### src/hw/rtl/checksummed_block_download_assert.svh
// Assertion macros used by the checksummed block download RTL.
`ifndef CHECKSUMMED_BLOCK_DOWNLOAD_ASSERT_SVH
`define CHECKSUMMED_BLOCK_DOWNLOAD_ASSERT_SVH

// Same-cycle implication, disabled while reset is asserted (active low reset)
`define CBD_ASSERT_IMP(lbl, clk, rst_n, ante, cons) \
  lbl: assert property (@(posedge clk) disable iff (!rst_n) (ante) |-> (cons)) \
    else $error("same-cycle check failed");

// Next-cycle implication, disabled while reset is asserted (active low reset)
`define CBD_ASSERT_NXT(lbl, clk, rst_n, ante, cons) \
  lbl: assert property (@(posedge clk) disable iff (!rst_n) (ante) |=> (cons)) \
    else $error("next-cycle check failed");

`endif

### src/hw/rtl/cbd_pkg.sv
// Package: types, constants and codes of the checksummed block download receiver.
`default_nettype none
package cbd_pkg;

  // Block geometry
  localparam int BLOCK_BYTES = 512;
  localparam int POS_W       = $clog2(BLOCK_BYTES + 1);

  // Field and register widths
  localparam int COUNT_W = 25;
  localparam int TOTAL_W = 24;
  localparam int RETRY_W = 4;
  localparam int BYTE_W  = 8;
  localparam int OP_W    = 2;
  localparam int KIND_W  = 3;
  localparam int CFG_W   = TOTAL_W;
  localparam int CFG_IDX_W = 1;

  localparam logic [RETRY_W-1:0] RETRY_LIMIT_RESET = RETRY_W'(10);

  // Configuration register indexes
  localparam logic [CFG_IDX_W-1:0] CFG_TOTAL_BYTES = CFG_IDX_W'(0);
  localparam logic [CFG_IDX_W-1:0] CFG_RETRY_LIMIT = CFG_IDX_W'(1);

  typedef enum logic [OP_W-1:0] {
    OP_START = 2'd0,
    OP_BYTE  = 2'd1,
    OP_ERROR = 2'd2
  } op_e;

  typedef enum logic [KIND_W-1:0] {
    K_STORE   = 3'd0,
    K_SENDSUM = 3'd1,
    K_ACCEPT  = 3'd2,
    K_RETRY   = 3'd3,
    K_FINISH  = 3'd4,
    K_FAIL    = 3'd5,
    K_ABORT   = 3'd6
  } kind_e;

  typedef enum logic [1:0] {
    PH_IDLE  = 2'd0,
    PH_DATA  = 2'd1,
    PH_CHECK = 2'd2
  } phase_e;

  // One queued result entry; a block-end store carries the checksum beat too
  typedef struct packed {
    kind_e              kind;
    logic [COUNT_W-1:0] offset;
    logic [BYTE_W-1:0]  value;
    logic [COUNT_W-1:0] count;
    logic               two;
    logic [BYTE_W-1:0]  sum;
  } res_entry_t;

endpackage
`default_nettype wire

### src/hw/rtl/cbd_res_q.sv
// Result queue: two entry slots and the beat sequencing onto the output channel.
`default_nettype none
module cbd_res_q (
  input  wire logic                        clk_i,
  input  wire logic                        rst_ni,
  input  wire logic                        push_i,
  input  wire cbd_pkg::res_entry_t         push_data_i,
  output logic                             push_ready_o,
  output logic                             valid_o,
  input  wire logic                        ready_i,
  output logic [cbd_pkg::KIND_W-1:0]       kind_o,
  output logic [cbd_pkg::COUNT_W-1:0]      offset_o,
  output logic [cbd_pkg::BYTE_W-1:0]       value_o,
  output logic [cbd_pkg::COUNT_W-1:0]      count_o,
  output logic                             last_o
);
  import cbd_pkg::*;

  res_entry_t head_q, head_d;
  res_entry_t spare_q, spare_d;
  logic       head_vld_q, head_vld_d;
  logic       spare_vld_q, spare_vld_d;
  logic       second_q, second_d;
  logic       final_beat;
  logic       pop;

  assign push_ready_o = !spare_vld_q;
  assign final_beat   = second_q || !head_q.two;
  assign pop          = head_vld_q && ready_i && final_beat;

  // Slot movement
  always_comb begin
    head_d      = head_q;
    spare_d     = spare_q;
    head_vld_d  = head_vld_q;
    spare_vld_d = spare_vld_q;
    if (pop) begin
      if (spare_vld_q) begin
        head_d      = spare_q;
        spare_vld_d = 1'b0;
      end else begin
        head_d     = push_data_i;
        head_vld_d = push_i;
      end
    end else if (!head_vld_q) begin
      head_d     = push_data_i;
      head_vld_d = push_i;
    end else if (push_i) begin
      spare_d     = push_data_i;
      spare_vld_d = 1'b1;
    end
  end

  // Second beat of a block-end entry
  always_comb begin
    second_d = second_q;
    if (head_vld_q && ready_i) begin
      second_d = !final_beat;
    end
  end

  always_ff @(posedge clk_i or negedge rst_ni) begin
    if (!rst_ni) begin
      head_vld_q  <= 1'b0;
      spare_vld_q <= 1'b0;
      second_q    <= 1'b0;
    end else begin
      head_vld_q  <= head_vld_d;
      spare_vld_q <= spare_vld_d;
      second_q    <= second_d;
    end
  end

  always_ff @(posedge clk_i) begin
    head_q  <= head_d;
    spare_q <= spare_d;
  end

  // Output beat
  always_comb begin
    valid_o  = head_vld_q;
    count_o  = head_q.count;
    last_o   = final_beat;
    if (second_q) begin
      kind_o   = K_SENDSUM;
      offset_o = '0;
      value_o  = head_q.sum;
    end else begin
      kind_o   = head_q.kind;
      offset_o = head_q.offset;
      value_o  = head_q.value;
    end
  end

endmodule
`default_nettype wire

### src/hw/rtl/checksummed_block_download.sv
// Top level of the checksummed block download receiver.
// Path: each result passes through the input register and then the head slot
//   register of the result queue.
// Throughput: one item per cycle while the result queue has room; a block-end byte
//   yields two results, and the output channel moves one result per cycle when ready.
// Reset: phase idle, counters zero, total_bytes 0, retry_limit 10.
`default_nettype none
`include "checksummed_block_download_assert.svh"
module checksummed_block_download (
  input  wire logic                          clk_i,
  input  wire logic                          rst_ni,
  // configuration write port
  input  wire logic                          cfg_we_i,
  input  wire logic [cbd_pkg::CFG_IDX_W-1:0] cfg_idx_i,
  input  wire logic [cbd_pkg::CFG_W-1:0]     cfg_data_i,
  // input channel
  input  wire logic                          in_valid_i,
  output logic                               in_ready_o,
  input  wire logic [cbd_pkg::OP_W-1:0]      op_i,
  input  wire logic [cbd_pkg::BYTE_W-1:0]    rx_byte_i,
  // output channel
  output logic                               out_valid_o,
  input  wire logic                          out_ready_i,
  output logic [cbd_pkg::KIND_W-1:0]         kind_o,
  output logic [cbd_pkg::COUNT_W-1:0]        offset_o,
  output logic [cbd_pkg::BYTE_W-1:0]         value_o,
  output logic [cbd_pkg::COUNT_W-1:0]        count_o,
  output logic                               last_o
);
  import cbd_pkg::*;

  // configuration
  logic [TOTAL_W-1:0] total_q;
  logic [RETRY_W-1:0] limit_q;

  // input register
  logic              in_vld_q;
  logic [OP_W-1:0]   op_q;
  logic [BYTE_W-1:0] byte_q;

  // transfer state
  phase_e             phase_q, phase_d;
  logic [POS_W-1:0]   pos_q, pos_d;
  logic [BYTE_W-1:0]  sum_q, sum_d;
  logic [RETRY_W-1:0] retry_q, retry_d;
  logic [COUNT_W-1:0] acc_q, acc_d;

  // datapath terms
  logic [BYTE_W-1:0]  sum_add;
  logic [POS_W-1:0]   pos_inc;
  logic               blk_end;
  logic [COUNT_W-1:0] acc_add;
  logic [COUNT_W-1:0] store_off;
  logic               sum_ok;
  logic               done;
  logic               retry_out;

  logic       push_ready;
  logic       proceed;
  logic       push;
  res_entry_t ent;

  assign proceed    = in_vld_q && push_ready;
  assign in_ready_o = !in_vld_q || push_ready;

  assign sum_add   = sum_q + byte_q;
  assign pos_inc   = pos_q + POS_W'(1);
  assign blk_end   = pos_inc >= POS_W'(BLOCK_BYTES);
  assign acc_add   = acc_q + COUNT_W'(BLOCK_BYTES);
  assign store_off = acc_q + {{(COUNT_W-POS_W){1'b0}}, pos_q};
  assign sum_ok    = byte_q == sum_q;
  assign done      = acc_add >= {{(COUNT_W-TOTAL_W){1'b0}}, total_q};
  assign retry_out = retry_q >= limit_q;

  // Configuration writes
  always_ff @(posedge clk_i or negedge rst_ni) begin
    if (!rst_ni) begin
      total_q <= '0;
      limit_q <= RETRY_LIMIT_RESET;
    end else if (cfg_we_i) begin
      unique case (cfg_idx_i)
        CFG_TOTAL_BYTES: total_q <= cfg_data_i;
        CFG_RETRY_LIMIT: limit_q <= cfg_data_i[RETRY_W-1:0];
        default: ;
      endcase
    end
  end

  // Input register
  always_ff @(posedge clk_i or negedge rst_ni) begin
    if (!rst_ni) begin
      in_vld_q <= 1'b0;
    end else if (in_ready_o) begin
      in_vld_q <= in_valid_i;
    end
  end

  always_ff @(posedge clk_i) begin
    if (in_ready_o && in_valid_i) begin
      op_q   <= op_i;
      byte_q <= rx_byte_i;
    end
  end

  // Next phase
  always_comb begin
    phase_d = phase_q;
    unique case (op_e'(op_q))
      OP_START: phase_d = (total_q == '0) ? PH_IDLE : PH_DATA;
      OP_ERROR: phase_d = PH_IDLE;
      OP_BYTE: begin
        unique case (phase_q)
          PH_DATA:  phase_d = blk_end ? PH_CHECK : PH_DATA;
          PH_CHECK: phase_d = (sum_ok ? done : retry_out) ? PH_IDLE : PH_DATA;
          default:  phase_d = phase_q;
        endcase
      end
      default: phase_d = phase_q;
    endcase
  end

  // Counters and running sum
  always_comb begin
    pos_d   = pos_q;
    sum_d   = sum_q;
    retry_d = retry_q;
    acc_d   = acc_q;
    case (op_e'(op_q))
      OP_START: begin
        pos_d   = '0;
        sum_d   = '0;
        retry_d = '0;
        acc_d   = '0;
      end
      OP_BYTE: begin
        if (phase_q == PH_DATA) begin
          pos_d = pos_inc;
          sum_d = sum_add;
        end else if (phase_q == PH_CHECK) begin
          pos_d = '0;
          sum_d = '0;
          if (sum_ok) begin
            acc_d   = acc_add;
            retry_d = '0;
          end else if (!retry_out) begin
            retry_d = retry_q + RETRY_W'(1);
          end
        end
      end
      default: ;
    endcase
  end

  // Result entry for this transaction
  always_comb begin
    push       = 1'b0;
    ent.kind   = K_STORE;
    ent.offset = '0;
    ent.value  = '0;
    ent.count  = acc_q;
    ent.two    = 1'b0;
    ent.sum    = sum_add;
    case (op_e'(op_q))
      OP_START: begin
        if (total_q == '0) begin
          push      = 1'b1;
          ent.kind  = K_FINISH;
          ent.count = '0;
        end
      end
      OP_ERROR: begin
        if (phase_q != PH_IDLE) begin
          push     = 1'b1;
          ent.kind = K_ABORT;
        end
      end
      OP_BYTE: begin
        if (phase_q == PH_DATA) begin
          push       = 1'b1;
          ent.kind   = K_STORE;
          ent.offset = store_off;
          ent.value  = byte_q;
          ent.two    = blk_end;
        end else if (phase_q == PH_CHECK) begin
          push = 1'b1;
          if (sum_ok) begin
            ent.kind  = done ? K_FINISH : K_ACCEPT;
            ent.count = acc_add;
          end else if (retry_out) begin
            ent.kind  = K_FAIL;
            ent.count = '0;
          end else begin
            ent.kind = K_RETRY;
          end
        end
      end
      default: ;
    endcase
  end

  // State registers
  always_ff @(posedge clk_i or negedge rst_ni) begin
    if (!rst_ni) begin
      phase_q <= PH_IDLE;
      pos_q   <= '0;
      sum_q   <= '0;
      retry_q <= '0;
      acc_q   <= '0;
    end else if (proceed) begin
      phase_q <= phase_d;
      pos_q   <= pos_d;
      sum_q   <= sum_d;
      retry_q <= retry_d;
      acc_q   <= acc_d;
    end
  end

  cbd_res_q u_res_q (
    .clk_i        (clk_i),
    .rst_ni       (rst_ni),
    .push_i       (proceed && push),
    .push_data_i  (ent),
    .push_ready_o (push_ready),
    .valid_o      (out_valid_o),
    .ready_i      (out_ready_i),
    .kind_o       (kind_o),
    .offset_o     (offset_o),
    .value_o      (value_o),
    .count_o      (count_o),
    .last_o       (last_o)
  );

  // Checks
  `CBD_ASSERT_IMP(a_pos_in_block, clk_i, rst_ni, phase_q == PH_DATA, pos_q < POS_W'(BLOCK_BYTES))
  `CBD_ASSERT_IMP(a_pos_at_check, clk_i, rst_ni, phase_q == PH_CHECK, pos_q == POS_W'(BLOCK_BYTES))
  `CBD_ASSERT_IMP(a_first_of_two, clk_i, rst_ni, out_valid_o && !last_o, kind_o == K_STORE)
  `CBD_ASSERT_NXT(a_sum_follows, clk_i, rst_ni, out_valid_o && out_ready_i && !last_o, out_valid_o && kind_o == K_SENDSUM)

endmodule
`default_nettype wire

### config.mk
export PLATFORM = sky130hd
export DESIGN_NAME = checksummed_block_download
export DESIGN_NICKNAME = d
export VERILOG_FILES = /design/src/hw/rtl/cbd_pkg.sv /design/src/hw/rtl/cbd_res_q.sv /design/src/hw/rtl/checksummed_block_download.sv
export VERILOG_INCLUDE_DIRS = /design/src /design/src/hw/rtl
export SDC_FILE = /design/constraint.sdc
export NUM_CORES = 1
export LEC_CHECK = 0
export ABC_AREA = 1
export BUFFER_PORTS_ARGS = -buffer_cell sky130_fd_sc_hd__buf_2
export CORE_MARGIN = 8
export CORE_UTILIZATION = 60
export CTS_CLUSTER_DIAMETER = 100
export DETAILED_ROUTE_END_ITERATION = 16
export GPL_ROUTABILITY_DRIVEN = 0
export MAX_ROUTING_LAYER = met4
export PLACE_DENSITY = 0.83
export SLEW_MARGIN = 0
export SYNTH_ARGS = -nofsm -noshare
export SYNTH_HDL_FRONTEND = slang
export SYNTH_HIERARCHICAL = 1
export SYNTH_SLANG_ARGS = --single-unit
### constraint.sdc
create_clock -name clk_i -period 9.85 [get_ports clk_i]
set_clock_uncertainty 0.1 [all_clocks]
set_input_delay 0.4925 -clock clk_i [delete_from_list [all_inputs] [get_ports clk_i]]
set_output_delay 0.4925 -clock clk_i [all_outputs]
set_load 0.005 [all_outputs]
-- Word-level counts from Yosys, hierarchy flattened
Cells that the tools add are included.
- register bits: 231
- add/subtract/negate cells: 5
- $lt $le $gt $ge: 3
- eq/ne operators: 12
- mux-type cells: 56
- bitwise logic cells: 2
- reductions and logical operators: 26
- operator list (cell ; count):
    $mux 25 ; 9
    $mux 70 ; 3
    $pmux 25 s2 ; 2
    $mux 33 ; 2
    $add 25x10->25 ; 1
    $add 25x10->25 const B ; 1
    $ge 25x24->1 ; 1
    $logic_not 24->1 ; 1
    $mux 3 ; 8
    $mux 8 ; 3
    $mux 10 ; 2
    $pmux 10 s2 ; 1
    $mux 4 ; 4
    $pmux 8 s2 ; 1
    $mux 1 ; 15
    $add 10x1->10 const B ; 1
    $ge 10x10->1 const B ; 1
    $ne 2x2->1 const B ; 5
    $reduce_and 5->1 ; 2
    $pmux 3 s3 ; 1
    $reduce_and 3->1 ; 3
    $add 8x8->8 ; 1
    $eq 8x8->1 ; 1
    $pmux 4 s2 ; 1
    other kinds (17) ; 34

-- Longest topological paths before layout
- depth after elaboration: 9
- mapped depth: 25

-- By module
Netlist, hierarchy kept.
- modules (own cells, without submodules) (module ; times used ; cells each ; area each (um2) ; seq. area each (um2)):
    cbd_res_q ; 1 ; 715 ; 6668.9 ; 4279.1
    checksummed_block_download ; 1 ; 675 ; 5230.0 ; 2029.4

-- Worst setup path after synthesis
OpenSTA, ideal clock, no wires.
- path kind: register to register
- from: register total_q[14]
- to: register u_res_q/spare_q[0] in the netlist's numbering (enable)
- library setup time: 0.499 ns
- data arrival time: 4.379 ns
- required time: 9.251 ns
- slack: 4.871 ns
- stages on the path, launching flop included: 12
- clock period less this slack: 4.979 ns
- cells stage by stage: dfrtp_1 > inv_1 > nand4_1 > nor3_1 > nand3_1 > nor3_1 > nand3_1 > nand2_1 > a21oi_1 > nor3_1 > nand2_1 > nor2_1
- longest elaborated chain between the ends: 5
- ends and longest elaborated chain (element ; RTL line ; source):
    start, declared ; checksummed_block_download.sv:33 ; logic [TOTAL_W-1:0] total_q;
    start signal, assigned ; checksummed_block_download.sv:82 ; CFG_TOTAL_BYTES: total_q <= cfg_data_i;
    $logic_not 24->1 ; checksummed_block_download.sv:165 ; if (total_q == '0) begin
    $mux 1 ; checksummed_block_download.sv:165 ;
    $pmux 1 s3 ; checksummed_block_download.sv:163 ; case (op_e'(op_q))
    $logic_and 1x1->1 ; checksummed_block_download.sv:221 ; .push_i (proceed && push),
    $reduce_and 3->1 (no line) ; -- ;
    end signal, assigned ; cbd_res_q.sv:76 ; spare_q <= spare_d;
    end, declared ; cbd_res_q.sv:20 ; res_entry_t spare_q, spare_d;
Every way passes these cells.
A chain may end at the register's enable or synchronous reset.

-- Final worst setup path
- from: register total_q[14]
- to: register u_res_q/spare_q[28] in the netlist's numbering (enable)
The elaborated chain is that of the path after synthesis.

==> impl_metrics.csv <==
group,metric,value,unit
worst_setup_path,critical_path_arrival,3660,ps
synth,asyncSetResetFlopFracSynth,32.4,%
cts,number_of_sinks_handled_by_clock_tree_synthesis,222,
synth,synth_seq_cells,222,
cts,post-cts-setup-buffer-count,0,
floorplanning,core_area,19500,um2
cts,htree_num_levels,1,
sta,max_clock_freq,0.277,GHz
sta,final.period_utilization,36.7,%
routing,viasPerCell,5.37,
grt,grt_antenna_before_repair,0,
sta,slew_headroom,34.5,%
grt,global_route_wire_length_before_repair,45.4,mm
worst_setup_path,timing.setup.critical_path_class,"reg -> reg",
sta,slew_violations,0,
floorplanning,initial_utilization,61.1,%
floorplanning,die_height,157,um
pwr,power.ir.vdd_worst,0.177,mV
cts,cts_root_buf,"sky130_fd_sc_hd__clkbuf_16",
floorplanning,io_pins,104,
synth,top_cell_type_by_total_area_after_synthesis,"sky130_fd_sc_hd__edfxtp_1",
pwr,leakage,6.41,nW
synth,most_common_flop_cell_mapped_by_yosys,"sky130_fd_sc_hd__edfxtp_1",
worst_setup_path,cell_chain_of_the_critical_path,"inv_1 -> nand4_1 -> nor3_1 -> nand3_1 -> nor3_1 -> nand3_1 -> nand2_1 -> a21oi_1 -> nor3_1 -> nand2_1 -> nor2_4 -> buf_4",
cts,clkTransAtPathRegs,60,ps
sta,finalWorstPathRequiredPeriod,3610,ps
worst_hold_path,timing.hold.worst.class,"in -> reg",
worst_setup_path,crit_path_frequent_cell,"sky130_fd_sc_hd__nor3_1",
routing,detail-route-antenna-nets,0,
worst_setup_path,worstSetupEndpointType,"flop",
sta,hold_viol,0,
floorplanning,chipWidth,157,um
cts,hold_buffers,0,
job,drv.max_cap_violation_count,0,
synth,synth_warnings,6,
finish,post_route_cells_drive_above_1_share,12.6,%
cts,cts_resized,0,
sta,worst_max_slew_pin_slew,980,ps
cts,insertion_delay,520,ps
cts,cts-buffers-inserted,24,
cts,tritoncts,"built",
finish,area_growth,11.3,%
grt,largest_net_degree_at_the_start_of_global_routing,74,
sta,setup_repair_after_global_routing_missed_its_margin,"no",
grt,number_of_global_route_vias_before_repair,9368,
sta,finalHoldWorstSlack,65.1,ps
worst_setup_path,critPathSlowestCell,"sky130_fd_sc_hd__buf_4",
floorplanning,row_count,51,
grt,overflow,0,
floorplanning,design.die.area,24600,um2
routing,drcViolationCount,0,
worst_setup_path,worstPathMaxFanout,48,
sta,setup_total_negative_slack,0,ps
routing,postRouteWirelength,27.2,mm
synth,synth_area,11900,um2
routing,drtPass1Iterations,6,
synth,syn_area_per_cell,8.56,um2
worst_setup_path,crit_required,9900,ps
synth,ys_types,53,
worst_setup_path,timing.critical_path.max_delay_family,"simple AND/OR/NAND/NOR gates",
placement,post-dp-hpwl,18.4,mm
finish,diodes,0,
synth,synth_seq_area_share,53.0,%
finish,finalNetCount,1557,
pwr,power_density,240,nW/um2
synth,number_of_enable_flip_flop_cells_after_synthesis,150,
grt,grtUsageTotal,23.3,%
worst_setup_path,worst-path-buf-inv,2,
routing,num_vias,9463,
synth,top_post_synthesis_cells_by_area,"sky130_fd_sc_hd__edfxtp_1 (38%), sky130_fd_sc_hd__nand2_1 (17%), sky130_fd_sc_hd__dfrtp_1 (15%)",
status,status,"finished, final reports clean",
worst_setup_path,critical-path-max-stage-delay,650,ps
cts,clockBufferDepth,3,
synth,netlist_instances,1390,
routing,first_drt_iteration_drcs,815,
synth,netlist.area_leader.share,37.9,%
routing,wl_per_cell,15.5,um
worst_setup_path,cp-start-kind,"flop",
sta,setup_viol,0,
placement,count_of_input_and_output_buffers,103,
through the flow:
stage          setup slack, ps  power (mW)  instance area, um2  cells  util [%]
2_1_floorplan             4870        2.04               12000   1416         -
3_3_place_gp              6460        2.23               12400   1718      63.9
5_1_grt                   5940        3.36               13200   1761      68.0
4_1_cts                   6270        3.19               13200   1761      68.0
6_report                  6240        3.17               13200   1761      68.0
3_5_place_dp              6300        2.27               12400   1718      63.9
area by class of cell:
cell class | instances | area, um2
flip-flops and latches | 222 | 6310
well taps | 265 | 332
clock inverters | 9 | 119
repair buffers | 110 | 568
clock buffers | 34 | 689
inverters | 161 | 614
fillers | 1505 | 6220
multi-input cells | 960 | 4610
registers in the layout (all words and copies together), names as in the netlist, 2 cells and up:
signal and cells:
phase_q 2, pos_q 10, total_q 24, retry_q 4, u_res_q/count_o 25, limit_q 4
op_q 2, u_res_q/head_q 45, byte_q 8, acc_q 16, sum_q 8, u_res_q/spare_q 70
worst paths after layout:
| kind | start | depth (start not counted) | to | slack [ps] |
|---|---|---|---|---|
| worst max-delay path | total_q[14] | 12 | u_res_q/spare_q[28] | 6240 |
| worst min-delay path | rx_byte_i[1] | 1 | byte_q[1] | 70 |
| worst max register to register | total_q[14] | 12 | u_res_q/spare_q[28] | 6240 |
| worst min register to register | limit_q[2] | 2 | limit_q[2] | 390 |
| max in group asynchronous | rst_ni | 2 | u_res_q/spare_vld_q | 8850 |
| min in group asynchronous | rst_ni | 2 | total_q[10] | 110 |
cell families after synthesis:
group | count (synthesis) | share of synthesized area [%]
xor gates and xnor gates | 20 | 1.47
and+or+nand+nor | 731 | 25.0
DFF | 222 | 53.0
buffers and inverters | 234 | 9.18
other | 1 | 0.0315
muxes | 4 | 0.379
AOI/OAI and AO/OA | 140 | 6.88
adders and majority gates | 38 | 4.06
cell usage in the layout (no fill, tap or decap), types with 3 or more instances in the layout:
| cell type | count |
|---|---|
| sky130_fd_sc_hd__nand3_1 | 25 |
| sky130_fd_sc_hd__clkinv_2 | 5 |
| sky130_fd_sc_hd__nor3_2 | 3 |
| sky130_fd_sc_hd__o221ai_1 | 8 |
| sky130_fd_sc_hd__nand2_4 | 3 |
| sky130_fd_sc_hd__nand2_1 | 544 |
| sky130_fd_sc_hd__buf_4 | 7 |
| sky130_fd_sc_hd__o21ai_0 | 53 |
| sky130_fd_sc_hd__xor2_1 | 19 |
| sky130_fd_sc_hd__nand4_1 | 11 |
| sky130_fd_sc_hd__nor3_1 | 19 |
| sky130_fd_sc_hd__clkbuf_8 | 3 |
| sky130_fd_sc_hd__nor2_1 | 108 |
| sky130_fd_sc_hd__nor4_1 | 3 |
| sky130_fd_sc_hd__inv_2 | 10 |
| sky130_fd_sc_hd__clkbuf_16 | 25 |
| sky130_fd_sc_hd__o22ai_1 | 9 |
| sky130_fd_sc_hd__buf_2 | 103 |
| sky130_fd_sc_hd__clkbuf_1 | 6 |
| sky130_fd_sc_hd__bufinv_16 | 3 |
| sky130_fd_sc_hd__mux2_2 | 4 |
| sky130_fd_sc_hd__nor2_4 | 6 |
| sky130_fd_sc_hd__a21oi_2 | 4 |
| sky130_fd_sc_hd__dfrtp_1 | 69 |
| sky130_fd_sc_hd__inv_1 | 149 |
| sky130_fd_sc_hd__edfxtp_1 | 150 |
| sky130_fd_sc_hd__ha_1 | 37 |
| sky130_fd_sc_hd__a31oi_1 | 3 |
| sky130_fd_sc_hd__a21oi_1 | 40 |
| sky130_fd_sc_hd__conb_1 | 27 |
| sky130_fd_sc_hd__o21ai_1 | 4 |
power by group:
| group | switching, mW | internal (mW) | leakage (nW) |
|---|---|---|---|
| Sequential | 0.0732 | 1.27 | 2.38 |
| Combinational | 0.636 | 0.274 | 3.62 |
| Clock | 0.353 | 0.563 | 0.400 |
| Total | 1.06 | 2.11 | 6.41 |
cells in the mapped netlist (2+ instances only):
library cell and count:
sky130_fd_sc_hd__a211oi_1 2, sky130_fd_sc_hd__a21oi_1 40, sky130_fd_sc_hd__a21oi_2 4, sky130_fd_sc_hd__a22o_1 2, sky130_fd_sc_hd__a22oi_1 2, sky130_fd_sc_hd__a31oi_1 3
sky130_fd_sc_hd__buf_2 16, sky130_fd_sc_hd__buf_4 33, sky130_fd_sc_hd__buf_6 8, sky130_fd_sc_hd__clkbuf_1 16, sky130_fd_sc_hd__dfrtp_1 70, sky130_fd_sc_hd__dfstp_2 2
sky130_fd_sc_hd__edfxtp_1 150, sky130_fd_sc_hd__ha_1 37, sky130_fd_sc_hd__inv_1 149, sky130_fd_sc_hd__inv_2 10, sky130_fd_sc_hd__mux2_2 4, sky130_fd_sc_hd__nand2_1 545
sky130_fd_sc_hd__nand2_4 3, sky130_fd_sc_hd__nand3_1 25, sky130_fd_sc_hd__nand4_1 11, sky130_fd_sc_hd__nor2_1 109, sky130_fd_sc_hd__nor2_4 5, sky130_fd_sc_hd__nor3_1 19
sky130_fd_sc_hd__nor3_2 3, sky130_fd_sc_hd__nor4_1 3, sky130_fd_sc_hd__o211ai_1 2, sky130_fd_sc_hd__o21ai_0 53, sky130_fd_sc_hd__o21ai_1 4, sky130_fd_sc_hd__o21bai_1 2
sky130_fd_sc_hd__o221ai_1 8, sky130_fd_sc_hd__o22ai_1 9, sky130_fd_sc_hd__o31ai_1 2, sky130_fd_sc_hd__o32ai_1 2, sky130_fd_sc_hd__xor2_1 19
layer usage:
layer  vias up  global-route usage [%]  share of wire, %
met5         -                       -                 0
met4         0                    7.73               2.7
met3        62                    3.39               9.3
met2       445                    36.9                46
met1      4365                    30.4                42
li1       4591                       -                 -
No activity file was read; power rests on OpenSTA's default activity.
